===== config.mk =====
export PLATFORM = sky130hd
export DESIGN_NAME = mono_bitmap_colour_expand
export DESIGN_NICKNAME = d
export VERILOG_FILES = /design/src/rtl/core/mbce_pkg.sv /design/src/rtl/core/mono_bitmap_colour_expand.sv /design/src/rtl/core/mbce_front.sv /design/src/rtl/core/mbce_expand.sv
export SDC_FILE = /design/constraint.sdc
export NUM_CORES = 1
export LEC_CHECK = 0
export ABC_AREA = 1
export BUFFER_PORTS_ARGS = -buffer_cell sky130_fd_sc_hd__buf_4
export CAP_MARGIN = 20
export CORE_MARGIN = 10
export CORE_UTILIZATION = 50
export DETAILED_ROUTE_END_ITERATION = 8
export GPL_TIMING_DRIVEN = 0
export MAX_ROUTING_LAYER = met4
export PLACE_DENSITY = 0.68
export SYNTH_ARGS = -nofsm -noshare
export SYNTH_HDL_FRONTEND = slang
export SYNTH_SLANG_ARGS = --single-unit

===== constraint.sdc =====
create_clock -name clk -period 12 [get_ports clk]
set_clock_uncertainty 0.05 [all_clocks]
set_input_delay 2.4 -clock clk [delete_from_list [all_inputs] [get_ports clk]]
set_output_delay 2.4 -clock clk [all_outputs]
set_load 0.01 [all_outputs]

===== src/rtl/core/mbce_pkg.sv =====
// Shared types, constants and mask tables for the monochrome colour expansion blitter.
// No dependencies; used by every module of the block.
package mbce_pkg;

    localparam int MAX_ROW_BYTES_DEF = 32;
    localparam int CFG_IDX_W         = 3;
    localparam int CFG_DATA_W        = 32;
    localparam int ADDR_W            = 32;
    localparam int COLOUR_W          = 32;
    localparam int SIZE_W            = 3;

    typedef enum logic [CFG_IDX_W-1:0] {
        CFG_DST_BASE        = 3'd0,
        CFG_DST_ROW_STRIDE  = 3'd1,
        CFG_FIRST_BIT       = 3'd2,
        CFG_END_BIT_POS     = 3'd3,
        CFG_ROW_COUNT       = 3'd4,
        CFG_BYTES_PER_PIXEL = 3'd5,
        CFG_FILL_COLOUR     = 3'd6
    } cfg_index_t;

    typedef struct packed {
        logic [7:0]          mask;
        logic [ADDR_W-1:0]   addr;
        logic [COLOUR_W-1:0] colour;
        logic [SIZE_W-1:0]   size;
    } work_item_t;

    function automatic logic [7:0] head_clip(input logic [3:0] first_bit);
        logic [7:0] m;
        case (first_bit)
            4'd0:    m = 8'hff;
            4'd1:    m = 8'h7f;
            4'd2:    m = 8'h3f;
            4'd3:    m = 8'h1f;
            4'd4:    m = 8'h0f;
            4'd5:    m = 8'h07;
            4'd6:    m = 8'h03;
            4'd7:    m = 8'h01;
            default: m = 8'h00;
        endcase
        return m;
    endfunction

    function automatic logic [7:0] tail_clip(input logic [2:0] end_bit);
        logic [7:0] m;
        case (end_bit)
            3'd0:    m = 8'h00;
            3'd1:    m = 8'h80;
            3'd2:    m = 8'hc0;
            3'd3:    m = 8'he0;
            3'd4:    m = 8'hf0;
            3'd5:    m = 8'hf8;
            3'd6:    m = 8'hfc;
            default: m = 8'hfe;
        endcase
        return m;
    endfunction

endpackage


===== src/rtl/core/mono_bitmap_colour_expand.sv =====
// Top level of the monochrome colour expansion blitter.
// Depends on mbce_pkg, mbce_front and mbce_expand.
//
//   channel  | handshake             | payload
//   ---------+-----------------------+-------------------------------------------------
//   input    | in_valid / in_stall   | src_bits
//   output   | out_valid / out_stall | write_addr, write_colour, write_size, last_of_byte
//   config   | cfg_write             | cfg_index, cfg_data
//
// One pixel write leaves per cycle while the output is not stalled; the expander's work
// register holds the masked byte. The input stalls until the last write of a word after
// masking is emitted, so a word with no writes does not hold it up.
// The next word enters in the cycle of the last write.
// Output stall freezes the output register and with it the expander.
// Reset (rst_n, asynchronous) clears config to defaults, positions, and the valid flags.
module mono_bitmap_colour_expand #(
    parameter int MAX_ROW_BYTES = mbce_pkg::MAX_ROW_BYTES_DEF
) (
    input  logic                             clk,
    input  logic                             rst_n,
    input  logic                             cfg_write,
    input  logic [mbce_pkg::CFG_IDX_W-1:0]   cfg_index,
    input  logic [mbce_pkg::CFG_DATA_W-1:0]  cfg_data,
    input  logic                             in_valid,
    output logic                             in_stall,
    input  logic [7:0]                       src_bits,
    output logic                             out_valid,
    input  logic                             out_stall,
    output logic [mbce_pkg::ADDR_W-1:0]      write_addr,
    output logic [mbce_pkg::COLOUR_W-1:0]    write_colour,
    output logic [mbce_pkg::SIZE_W-1:0]      write_size,
    output logic                             last_of_byte
);

    mbce_pkg::work_item_t item;
    logic                 take;
    logic                 accept;

    assign in_stall = !take;
    assign accept   = in_valid && take;

    mbce_front #(
        .MAX_ROW_BYTES (MAX_ROW_BYTES)
    ) u_front (
        .clk       (clk),
        .rst_n     (rst_n),
        .cfg_write (cfg_write),
        .cfg_index (cfg_index),
        .cfg_data  (cfg_data),
        .accept    (accept),
        .src_bits  (src_bits),
        .item      (item)
    );

    mbce_expand u_expand (
        .clk          (clk),
        .rst_n        (rst_n),
        .item         (item),
        .in_valid     (in_valid),
        .take         (take),
        .out_stall    (out_stall),
        .out_valid    (out_valid),
        .write_addr   (write_addr),
        .write_colour (write_colour),
        .write_size   (write_size),
        .last_of_byte (last_of_byte)
    );

endmodule


===== src/rtl/core/mbce_front.sv =====
// Configuration registers, row and byte position tracking, and source byte masking.
// Depends on mbce_pkg; feeds one work item per accepted word to mbce_expand.
module mbce_front #(
    parameter int MAX_ROW_BYTES = mbce_pkg::MAX_ROW_BYTES_DEF
) (
    input  logic                             clk,
    input  logic                             rst_n,
    input  logic                             cfg_write,
    input  logic [mbce_pkg::CFG_IDX_W-1:0]   cfg_index,
    input  logic [mbce_pkg::CFG_DATA_W-1:0]  cfg_data,
    input  logic                             accept,
    input  logic [7:0]                       src_bits,
    output mbce_pkg::work_item_t             item
);

    localparam int BW = $clog2(MAX_ROW_BYTES + 1);
    localparam int CW = (BW > 5) ? BW : 5;
    localparam int OW = BW + 3;

    logic [31:0] dst_base_reg;
    logic [15:0] dst_row_stride_reg;
    logic [3:0]  first_bit_reg;
    logic [7:0]  end_bit_pos_reg;
    logic [15:0] row_count_reg;
    logic [2:0]  bytes_per_pixel_reg;
    logic [31:0] fill_colour_reg;

    logic [BW-1:0] byte_in_row_reg, byte_in_row_next;
    logic [15:0]   row_index_reg, row_index_next;
    logic [31:0]   row_start_reg, row_start_next;

    logic          cfg_hit;
    logic [31:0]   restart_base;
    logic          active;
    logic          size_ok;
    logic [3:0]    sb;
    logic [CW-1:0] byte_pos;
    logic [CW-1:0] end_byte;
    logic [CW-1:0] last_byte;
    logic          is_first;
    logic          is_end;
    logic          is_last;
    logic [7:0]    masked;
    logic [OW-1:0] byte_off;
    logic [31:0]   colour;

    always_comb
    begin
        case (cfg_index)
            mbce_pkg::CFG_DST_BASE,
            mbce_pkg::CFG_DST_ROW_STRIDE,
            mbce_pkg::CFG_FIRST_BIT,
            mbce_pkg::CFG_END_BIT_POS,
            mbce_pkg::CFG_ROW_COUNT,
            mbce_pkg::CFG_BYTES_PER_PIXEL,
            mbce_pkg::CFG_FILL_COLOUR: cfg_hit = cfg_write;
            default:                   cfg_hit = 1'b0;
        endcase
    end

    assign restart_base = (cfg_index == mbce_pkg::CFG_DST_BASE) ? cfg_data : dst_base_reg;

    always_ff @(posedge clk or negedge rst_n)
    begin
        if (!rst_n)
        begin
            dst_base_reg        <= '0;
            dst_row_stride_reg  <= '0;
            first_bit_reg       <= '0;
            end_bit_pos_reg     <= '0;
            row_count_reg       <= '0;
            bytes_per_pixel_reg <= 3'd1;
            fill_colour_reg     <= '0;
        end
        else if (cfg_write)
        begin
            case (cfg_index)
                mbce_pkg::CFG_DST_BASE:        dst_base_reg        <= cfg_data;
                mbce_pkg::CFG_DST_ROW_STRIDE:  dst_row_stride_reg  <= cfg_data[15:0];
                mbce_pkg::CFG_FIRST_BIT:       first_bit_reg       <= cfg_data[3:0];
                mbce_pkg::CFG_END_BIT_POS:     end_bit_pos_reg     <= cfg_data[7:0];
                mbce_pkg::CFG_ROW_COUNT:       row_count_reg       <= cfg_data[15:0];
                mbce_pkg::CFG_BYTES_PER_PIXEL: bytes_per_pixel_reg <= cfg_data[2:0];
                mbce_pkg::CFG_FILL_COLOUR:     fill_colour_reg     <= cfg_data;
                default:                       ;
            endcase
        end
    end

    assign active    = row_index_reg < row_count_reg;
    assign size_ok   = (bytes_per_pixel_reg >= 3'd1) && (bytes_per_pixel_reg <= 3'd4);
    assign sb        = (first_bit_reg > 4'd8) ? 4'd8 : first_bit_reg;
    assign byte_pos  = CW'(byte_in_row_reg);
    assign end_byte  = CW'(end_bit_pos_reg[7:3]);
    assign last_byte = (end_byte >= CW'(MAX_ROW_BYTES)) ? CW'(MAX_ROW_BYTES - 1) : end_byte;
    assign is_first  = byte_in_row_reg == '0;
    assign is_end    = byte_pos == end_byte;
    assign is_last   = byte_pos == last_byte;

    always_comb
    begin
        masked = src_bits;
        if (is_first)
        begin
            masked = masked & mbce_pkg::head_clip(sb);
        end
        if (is_end)
        begin
            masked = masked & mbce_pkg::tail_clip(end_bit_pos_reg[2:0]);
        end
    end

    always_comb
    begin
        case (bytes_per_pixel_reg)
            3'd1:    colour = {24'd0, fill_colour_reg[7:0]};
            3'd2:    colour = {16'd0, fill_colour_reg[15:0]};
            3'd3:    colour = {8'd0, fill_colour_reg[23:0]};
            default: colour = fill_colour_reg;
        endcase
    end

    assign byte_off = OW'(byte_in_row_reg) * OW'(bytes_per_pixel_reg);

    assign item.mask   = (active && size_ok) ? masked : 8'd0;
    assign item.addr   = row_start_reg + 32'({byte_off, 3'b000});
    assign item.colour = colour;
    assign item.size   = bytes_per_pixel_reg;

    always_comb
    begin
        byte_in_row_next = byte_in_row_reg;
        row_index_next   = row_index_reg;
        row_start_next   = row_start_reg;
        if (cfg_hit)
        begin
            byte_in_row_next = '0;
            row_index_next   = '0;
            row_start_next   = restart_base;
        end
        else if (accept && active)
        begin
            if (is_last)
            begin
                byte_in_row_next = '0;
                row_index_next   = row_index_reg + 16'd1;
                row_start_next   = row_start_reg + 32'(dst_row_stride_reg);
            end
            else
            begin
                byte_in_row_next = byte_in_row_reg + BW'(1);
            end
        end
    end

    always_ff @(posedge clk or negedge rst_n)
    begin
        if (!rst_n)
        begin
            byte_in_row_reg <= '0;
            row_index_reg   <= '0;
            row_start_reg   <= '0;
        end
        else
        begin
            byte_in_row_reg <= byte_in_row_next;
            row_index_reg   <= row_index_next;
            row_start_reg   <= row_start_next;
        end
    end

endmodule


===== src/rtl/core/mbce_expand.sv =====
// Work register and output register: emits one pixel write per set mask bit, MSB first.
// Depends on mbce_pkg; takes work items from mbce_front.
module mbce_expand (
    input  logic                            clk,
    input  logic                            rst_n,
    input  mbce_pkg::work_item_t            item,
    input  logic                            in_valid,
    output logic                            take,
    input  logic                            out_stall,
    output logic                            out_valid,
    output logic [mbce_pkg::ADDR_W-1:0]     write_addr,
    output logic [mbce_pkg::COLOUR_W-1:0]   write_colour,
    output logic [mbce_pkg::SIZE_W-1:0]     write_size,
    output logic                            last_of_byte
);

    logic [7:0]                      mask_reg, mask_next;
    logic [mbce_pkg::ADDR_W-1:0]     addr_reg;
    logic [mbce_pkg::COLOUR_W-1:0]   colour_reg;
    logic [mbce_pkg::SIZE_W-1:0]     size_reg;

    logic                            out_valid_reg, out_valid_next;
    logic [mbce_pkg::ADDR_W-1:0]     out_addr_reg;
    logic [mbce_pkg::COLOUR_W-1:0]   out_colour_reg;
    logic [mbce_pkg::SIZE_W-1:0]     out_size_reg;
    logic                            out_last_reg;

    logic       busy;
    logic       out_free;
    logic       emit;
    logic       load;
    logic [2:0] pick;
    logic [7:0] pick_hot;
    logic [7:0] remain;
    logic [4:0] pix_off;

    // leading set bit, MSB is pixel 0
    always_comb
    begin
        pick     = 3'd0;
        pick_hot = 8'd0;
        for (int i = 0; i < 8; i++)
        begin
            if (mask_reg[i])
            begin
                pick     = 3'(7 - i);
                pick_hot = 8'(1 << i);
            end
        end
    end

    assign busy     = mask_reg != 8'd0;
    assign out_free = !out_valid_reg || !out_stall;
    assign remain   = mask_reg & ~pick_hot;
    assign emit     = busy && out_free;
    assign take     = !busy || (emit && (remain == 8'd0));
    assign load     = in_valid && take;
    assign pix_off  = 5'(pick) * 5'(size_reg);

    always_comb
    begin
        mask_next = mask_reg;
        if (load)
        begin
            mask_next = item.mask;
        end
        else if (emit)
        begin
            mask_next = remain;
        end
    end

    always_comb
    begin
        out_valid_next = out_valid_reg;
        if (emit)
        begin
            out_valid_next = 1'b1;
        end
        else if (!out_stall)
        begin
            out_valid_next = 1'b0;
        end
    end

    always_ff @(posedge clk or negedge rst_n)
    begin
        if (!rst_n)
        begin
            mask_reg      <= '0;
            out_valid_reg <= 1'b0;
        end
        else
        begin
            mask_reg      <= mask_next;
            out_valid_reg <= out_valid_next;
        end
    end

    always_ff @(posedge clk)
    begin
        if (load)
        begin
            addr_reg   <= item.addr;
            colour_reg <= item.colour;
            size_reg   <= item.size;
        end
        if (emit)
        begin
            out_addr_reg   <= addr_reg + 32'(pix_off);
            out_colour_reg <= colour_reg;
            out_size_reg   <= size_reg;
            out_last_reg   <= remain == 8'd0;
        end
    end

    assign out_valid    = out_valid_reg;
    assign write_addr   = out_addr_reg;
    assign write_colour = out_colour_reg;
    assign write_size   = out_size_reg;
    assign last_of_byte = out_last_reg;

endmodule


# == After elaboration in Yosys (flattened, before gate mapping) ==
# Memories as Yosys holds them, arrays and structs flattened.
# Cells that the tools add are included.
# classes
bitwise_logic,4
n_lt_le_gt_ge,5
n_reduce_logical,28
n_eq_ne,18
n_addsub,5
mux,41
mul,2
# op_table
operator,count
2-to-1 mux 32 bit,4
case mux 32 bit (3 select lines),1
2-to-1 mux 8 bit,9
case mux 8 bit (7 select lines),1
2-to-1 mux 16 bit,3
adder 32 x 12 -> 32 bit,1
adder 32 x 16 -> 32 bit,1
adder 32 x 5 -> 32 bit,1
2-to-1 mux 3 bit,9
AND 8 bit,3
2-to-1 mux 6 bit,4
== test 3 x 2 -> 1 bit (second input constant),6
== test 3 bit (second input constant),6
adder 16 x 1 -> 16 bit (second input constant),1
< comparator 16 bit,1
AND reduction 2 bit,7
2-to-1 mux 5 bit,2
== test 3 x 1 -> 1 bit (second input constant),3
multiplier 6 x 3 -> 9 bit,1
logical NOT 8 bit,1
2-to-1 mux 4 bit,2
NOT 8 bit,1
nonzero test 8 bit,1
2-to-1 mux 7 bit,1
other kinds (18),33
# word_totals
memories,1
ff_bits,309
wordCells,123
output_inout_bits,70
romBits,56
in_bits,48
# memory_table
name,words,width,read_ports,rd_ports_with_merged_regs,wr,line,text
(name not given),8,7,1,0,0,mbce_pkg.sv:31,case (first_bit)

# == Longest topological paths before layout ==
# Gate-level depths: netlist (run 1).
# logic_depth
ltp_word,17
depth_mapped,22
depth_no_buf,21

# == Hierarchy ==
# Synthesis (run 1) repeated with hierarchy kept, for this count alone.
# unflattened
cells_unflattened,1987
area_unflattened_um2,16773.6
# by_module_without_submodules
mod,n_inst,area_each_um2,seq_area_each_um2,cells_each
mbce_front,1,11044.3,4130.2,1586
mbce_expand,1,5718.0,4279.1,398
mono_bitmap_colour_expand,1,11.3,0.0,3

# == Worst setup path before layout (run 1) ==
# Ideal clock, no wire load.
# synth_path
kind,input to output
from,in out_stall
to,out in_stall
cell_stages,4
setup_slack_ns,6.814
required_ns,9.550
arrival_ns,2.736
path_buffers,0
path_cell_list,nand2_1 -> nand3_1 -> nand2_2 -> inv_1
# synth_via
elab_chain_cells,6
# synth_rtl
element,line,text
from (decl),mono_bitmap_colour_expand.sv:28,"input logic out_stall,"
logical NOT 1 bit,mbce_expand.sv:53,assign out_free = !out_valid_reg || !out_stall;
logical OR 1 bit,mbce_expand.sv:53,
logical AND 1 bit,mbce_expand.sv:55,assign emit = busy && out_free;
logical AND 1 bit,mbce_expand.sv:56,assign take = !busy || (emit && (remain == 8'd0));
logical OR 1 bit,mbce_expand.sv:56,
logical NOT 1 bit,mono_bitmap_colour_expand.sv:39,assign in_stall = !take;
to (decl),mono_bitmap_colour_expand.sv:25,"output logic in_stall,"
# No other way between the ends.

# == Worst setup path in the final report (run 1) ==
# Ends and elaborated chain as after synthesis.

==> results of run 1 <==
[power breakdown]
part           switching [mW]  total (mW)  internal (mW)
clock                   0.447        1.13          0.678
combinational            1.10        1.71          0.604
sequential              0.253        1.91           1.65
total                    1.80        4.74           2.94
[layout make-up]
| class | count | area, µm² | area share |
|---|---|---|---|
| timing repair buffer | 120 | 941 | 0.0485 |
| inverter | 234 | 881 | 0.0454 |
| sequential | 309 | 8410 | 0.434 |
| buffer | 56 | 245 | 0.0127 |
| tap | 442 | 553 | 0.0285 |
| clock buffer | 43 | 948 | 0.0489 |
| clock inverter | 21 | 272 | 0.0140 |
| multi-input combinational | 1379 | 7130 | 0.368 |
[routing by layer]
layer,GRT usage,part of all wire,vias to the layer above
met5,-,0,-
met4,0.0605,0.025,0
met3,0.0396,0.068,83
met2,0.363,0.46,441
met1,0.307,0.45,6797
li1,-,-,6732
[critical path: cells and delay by family]
family                 cells  cell delay, ps
buffers and inverters      3             300
and+or+nand+nor            3             320
[cells by family (layout without fill, tap and decap cells)]
kind of cell / Yosys count / count (layout) / synth area share
DFF: 309 / 309 / 0.505
AOI/OAI and AO/OA: 206 / 206 / 0.0644
adders and majority gates: 69 / 69 / 0.0563
muxes: 16 / 16 / 0.00961
xor gates and xnor gates: 87 / 87 / 0.0457
buffers and inverters: 290 / 474 / 0.0674
and+or+nand+nor: 1001 / 1001 / 0.252
[cell usage after synthesis, drive strengths merged (2+ instances only)]
cell	count	area share
o21bai	7	0.0032
ha	59	0.044
nand4	40	0.015
clkbuf	43	0.0097
nand3b	3	0.0014
fa	10	0.012
xor2	67	0.035
nand2	594	0.13
and3	2	0.00075
a21boi	3	0.0014
nor4	5	0.0019
or2	20	0.0075
o31ai	2	0.00090
nor3	27	0.0087
mux2i	16	0.0096
nand3	131	0.040
dfrtp	173	0.26
nor2	174	0.040
edfxtp	135	0.24
xnor2	20	0.011
a21o	2	0.00090
inv	234	0.053
buf	13	0.0050
o21ai	128	0.038
a21oi	62	0.019
and2	4	0.0015
[through the flow]
| stage | utilization | area (µm²) | hold WS [ps] | worst slack (ps) |
|---|---|---|---|---|
| 3_3_place_gp | 0.553 | 18100 | 352 | 6540 |
| 2_1_floorplan | - | 16700 | 350 | 6810 |
| 6_report | 0.593 | 19400 | 365 | 6530 |
| 3_5_place_dp | 0.555 | 18200 | 355 | 6530 |
| 4_1_cts | 0.593 | 19400 | 365 | 6520 |
| 5_1_grt | 0.593 | 19400 | 371 | 6480 |
[layout by cell type, fill, tap and decap left out, types with 5 or more instances in the layout]
| cell type | instances |
|---|---|
| buf_4 | 117 |
| clkbuf_16 | 37 |
| or2_2 | 20 |
| clkinv_2 | 8 |
| clkbuf_1 | 49 |
| o21bai_1 | 7 |
| nand4_1 | 40 |
| edfxtp_1 | 135 |
| dfrtp_1 | 173 |
| o21ai_0 | 127 |
| inv_1 | 230 |
| nand3_1 | 130 |
| xnor2_1 | 20 |
| ha_1 | 59 |
| fa_1 | 10 |
| nor4_1 | 5 |
| xor2_1 | 67 |
| buf_2 | 10 |
| nand2_1 | 590 |
| nor3_1 | 25 |
| nor2_1 | 171 |
| mux2i_1 | 16 |
| bufinv_16 | 5 |
| a21oi_1 | 61 |
[final timing paths]
kind                       slack, ps  cells after the start                              start                                   endpoint
setup reg to reg                7300                     19   u_expand.mask_reg[1]$_DFFE_PN0P_          u_expand.write_addr[23]$_DFFE_PP_
hold / removal                   370                      0  u_expand.colour_reg[28]$_DFFE_PP_        u_expand.write_colour[28]$_DFFE_PP_
min in group asynchronous       1800                      1                              rst_n  u_front.dst_row_stride_reg[9]$_DFFE_PN0P_
hold reg to reg                  370                      0  u_expand.colour_reg[28]$_DFFE_PP_        u_expand.write_colour[28]$_DFFE_PP_
max in group asynchronous       9150                      2                              rst_n     u_front.end_bit_pos_reg[7]$_DFFE_PN0P_
setup / recovery                6530                      6                          out_stall                                   in_stall
==> reports/metrics.cfg, run 1 <==
[grt]
grt_overflow = 0
antenna_found_initial = 2
grt_max_degree = 102
grt_use_total = 0.232
first_global_vias = 13600
grt_pass1_wl_um = 73900

[clock_tree]
cts_buffers = 36
clk_path_buf_depth = 3
clk_pin_slew_ps = 60
htree_num_levels = 2
ctsResizeCount = 0
cts_tree = yes
clk_latency_ps = 530
ctsHoldBuffers = 0
root_buffer = clkbuf_16
postCtsSetupBuffers = 0
cts_sinks = 309

[yosys]
yosysWarnings = 0
synth_edf_count = 135
yosys_register_bits = 309
async_reset_ff_frac = 0.563
avgSynthCellArea_um2 = 8.43
synth_seq_area_share = 0.505
yosys.cell_types.count = 41
syn_inst = 1978
synth_ff_type = dfrtp_1
syn-num-nets = 2095
synth_area_um2 = 16700

[sta]
tightestPinTransition_ps = 950
period_needed_ps = 5470
min_period_over_period = 0.456
report.final.slew_viol_count = 0
finalSetupViolations = 0
setup_tns_ps = 0
rsz0062_at_grt = no
slew_headroom = 0.361
fmax_ghz = 0.183
finalHoldViolations = 0

[power]
total_power_mw = 4.74
p_leak_nw = 9.53
ir_worst_vdd_mv = 0.264
power.density_nw_per_um2 = 244

[placement]
gp_congestion = 0.952
port_buffers = 117
hpwlAfterDp_um = 35400
dpl.cell_count = 2540

[die]
die_area_um2 = 41000
start_util = 0.510
core_area_um2 = 32700
chipWidth_um = 203
rows = 66
ios = 118
die_h_um = 203

[setup_path]
slowest_stage = buf_4
start_kind = input port
worst_ep_arrival_time_ps = 3020
max_stage_delay_ps = 140
cpMostUsedCell = buf_4
cp-end-kind = primary output
required_ps = 9550
worstSetupPathType = input port to primary output
worst-path-max-fanout = 3
cp_cell_sequence = buf_4 -> nand2_1 -> nand3_1 -> nand2_2 -> inv_1 -> buf_4

[outcome]
status = complete, no violations

[drt]
finalWirelength_um = 46600
drtIter0Drc = 1220
first_pass_iters = 8
vias_per_cell = 5.40
drc_errors = 0
wl_per_cell_um = 17.9
vias = 14100
ant_nets = 0

[cells_and_area]
drive_above_1_share = 0.104
layout.cells.non_filler = 2604
area_growth_pct = 16.3
antenna_cells = 0
fin_nets = 2253
fillers = 2984

[run]
cap_violations = 0

[worst_hold_path]
hp-class = flip-flop to flip-flop

No activity file was read; power rests on OpenSTA's default activity.
==> run 2, diff against run 1 <==
--- a/config.mk
+++ b/config.mk
@@ -5,7 +5,7 @@
 export SDC_FILE = /design/constraint.sdc
 export NUM_CORES = 1
 export LEC_CHECK = 0
-export ABC_AREA = 1
+export ABC_AREA = 0
 export BUFFER_PORTS_ARGS = -buffer_cell sky130_fd_sc_hd__buf_4
 export CAP_MARGIN = 20
 export CORE_MARGIN = 10
==> constraint.sdc (replaced) <==
create_clock -name clk -period 5.1 [get_ports clk]
set_clock_uncertainty 0.05 [all_clocks]
set_input_delay 1.02 -clock clk [delete_from_list [all_inputs] [get_ports clk]]
set_output_delay 1.02 -clock clk [all_outputs]
set_load 0.01 [all_outputs]
==> reports/metrics.cfg, run 2 <==
[outcome]
status = complete, no violations

[yosys]
synth_seq_area_share = 0.544
yosys.cell_types.count = 77
synth-simple-area-share = 0.131
synth_edf_count = 135
synth_top_area_frac = 0.280
synth_ff_type = dfrtp_1
syn_inst = 1346
async_reset_ff_frac = 0.563
yosys.area.top_type = dfrtp_1
avgSynthCellArea_um2 = 11.5
synthXorXnorAreaFrac = 0.0556
yosysWarnings = 0
synth_area_leaders = dfrtp_1 (28%), edfxtp_1 (26%), mux2_2 (6.1%)
yosys_register_bits = 309
synth.most_common_cell = dfrtp_1
muxShareOfSynthArea = 0.0735
synth_area_um2 = 15400
synth_adder_area_share = 0.0614
synth_compound_area_frac = 0.105
synth_top_family_by_area = simple AND/OR/NAND/NOR gates
syn-num-nets = 1463
synthTopCellsByCount = dfrtp_1 (173), edfxtp_1 (135), nand2_1 (133), mux2_2 (83), nor2_1 (72)

[drt]
drc_errors = 0
vias = 10700
wl_per_cell_um = 18.9
drtIter0Drc = 668
finalWirelength_um = 36500
vias_per_cell = 5.57
first_pass_iters = 5
ant_nets = 0

[cells_and_area]
register_area_um2 = 8410
fin_nets = 1624
fillers = 2537
antenna_cells = 0
area_growth_pct = 16.8
drive_above_1_share = 0.193
final_cell_mix = dfrtp_1 (173), edfxtp_1 (135), nand2_1 (133)
multi_input_area_um2 = 6620
layout_commonest_cell = dfrtp_1

[worst_hold_path]
hold_path_depth = 0
hp-class = flip-flop to flip-flop

[clock_tree]
root_buffer = clkbuf_16
ctsHoldBuffers = 0
clk_latency_ps = 520
clk_path_buf_depth = 3
htree_num_levels = 2
cts_sinks = 309
clk_pin_slew_ps = 60
cts_tree = yes
postCtsSetupBuffers = 0
cts_buffers = 34

[setup_path]
worst-path-max-fanout = 8
worstSetupPathType = flip-flop to flip-flop
required_ps = 5310
cp-end-kind = flip-flop
start_kind = flip-flop
worst_ep_arrival_time_ps = 4880
r2r_cells = 19

[grt]
grt_pass1_wl_um = 58700
grt_overflow = 0
antenna_found_initial = 0
grt_max_degree = 106
grt_use_total = 0.194
first_global_vias = 10800

[run]
cap_violations = 0

[sta]
tightestPinTransition_ps = 910
finalSetupViolations = 0
fin_hold_ws_ps = 365
setup_tns_ps = 0
setup_ws_ps = 423
rsz0062_at_grt = no
slew_headroom = 0.391
report.final.slew_viol_count = 0
min_period_over_period = 0.917
period_needed_ps = 4680
fmax_ghz = 0.214
finalHoldViolations = 0

[power]
p_leak_nw = 7.43
power.density_nw_per_um2 = 578
ir_worst_vdd_mv = 0.285

[die]
chipWidth_um = 196
ios = 118
core_area_um2 = 30500
die_area_um2 = 38300
die_h_um = 196
rows = 64
start_util = 0.506

[placement]
pre_cts_ws_ps = 192
hpwlAfterDp_um = 27200
gp_congestion = 0.900
port_buffers = 116

[run 2: cell types whose count changed after synthesis, moves of 16 or more]
cell / change
and3_1: +16
o21ai_0: -67
nor2_1: -99
nand4_1: -27
nand2_1: -457
nor2b_1: +21
or2_2: -19
a31oi_1: +17
xnor2_1: +48
nand3_1: -97
and2_1: +24
mux2_2: +83
xor2_1: -37
inv_1: -183
[run 2: where the power goes]
| part | total [mW] | internal (mW) | switching [mW] |
|---|---|---|---|
| combinational | 3.86 | 1.65 | 2.22 |
| clock | 2.31 | 1.33 | 0.976 |
| sequential | 4.27 | 3.84 | 0.429 |
| total | 10.4 | 6.82 | 3.62 |
[run 2: worst paths after layout]
| check | from | to | slack [ps] |
|---|---|---|---|
| min in group asynchronous | rst_n | u_front.fill_colour_reg[7]$_DFFE_PN0P_ | 390 |
| worst min-delay path | u_expand.colour_reg[6]$_DFFE_PP_ | u_expand.write_colour[6]$_DFFE_PP_ | 360 |
| max in group asynchronous | rst_n | u_front.row_start_reg[26]$_DFFE_PN0P_ | 3680 |
| worst max register to register | u_expand.mask_reg[1]$_DFFE_PN0P_ | u_expand.write_addr[26]$_DFFE_PP_ | 420 |
| worst min register to register | u_expand.colour_reg[6]$_DFFE_PP_ | u_expand.write_colour[6]$_DFFE_PP_ | 360 |
| worst max-delay path | u_expand.mask_reg[1]$_DFFE_PN0P_ | u_expand.write_addr[26]$_DFFE_PP_ | 420 |
[run 2: per-layer routing]
layer  vias to the layer above  wire length [µm]  global-route usage
met3                        49              1680              0.0273
met5                         -                 0                   -
met4                         0               610              0.0452
met2                       241             17300               0.308
li1                       5175                 -                   -
met1                      5275             16900               0.260
[run 2: metrics by stage]
step           std cells   util  power [mW]  instance area [µm²]
5_1_grt             1928  0.591        11.2                18000
3_5_place_dp        1866  0.556        8.18                17000
4_1_cts             1927  0.591        10.5                18000
2_1_floorplan       1346      -        6.72                15400
6_report            1928  0.591        10.4                18000
3_3_place_gp        1858  0.551        7.96                16800
[run 2: final cells by class]
| cell class | count | share of cell area |
|---|---|---|
| well taps | 396 | 0.0275 |
| clock buffers | 43 | 0.0507 |
| repair buffers | 125 | 0.0569 |
| plain buffers | 61 | 0.0148 |
| clock inverters | 18 | 0.00735 |
| flip-flops and latches | 309 | 0.466 |
| inverters | 49 | 0.0102 |
| multi-input cells | 927 | 0.367 |
[run 2: timing repair]
item,4_1_cts,5_1_grt
endpoints found under the hold margin,0,0
setup endpoints to repair,0,9
gates resized for setup,0,3
[run 2: logic make-up (layout without fill, tap and decap cells)]
kind of cell	Yosys count	count (layout)
fa+ha+maj	70	70
mux	103	103
flops	309	309
xor+xnor	98	98
simple gates	402	402
compound gates	254	254
buf+inv	110	296
[run 2: worst max-delay path, stage by stage (launching register included)]
cell,delay (ps)
dfrtp_1,310
clkbuf_1,280
nor2_1,140
nor3_1,180
nor3_1,70
nor3_1,260
nand2_1,130
fa_1,520
inv_1,50
ha_1,210
fa_1,380
xor2_1,180
xnor2_1,140
ha_1,330
inv_1,50
o21bai_1,240
nand2b_1,210
nor3_2,370
nand4_1,160
xnor2_1,150
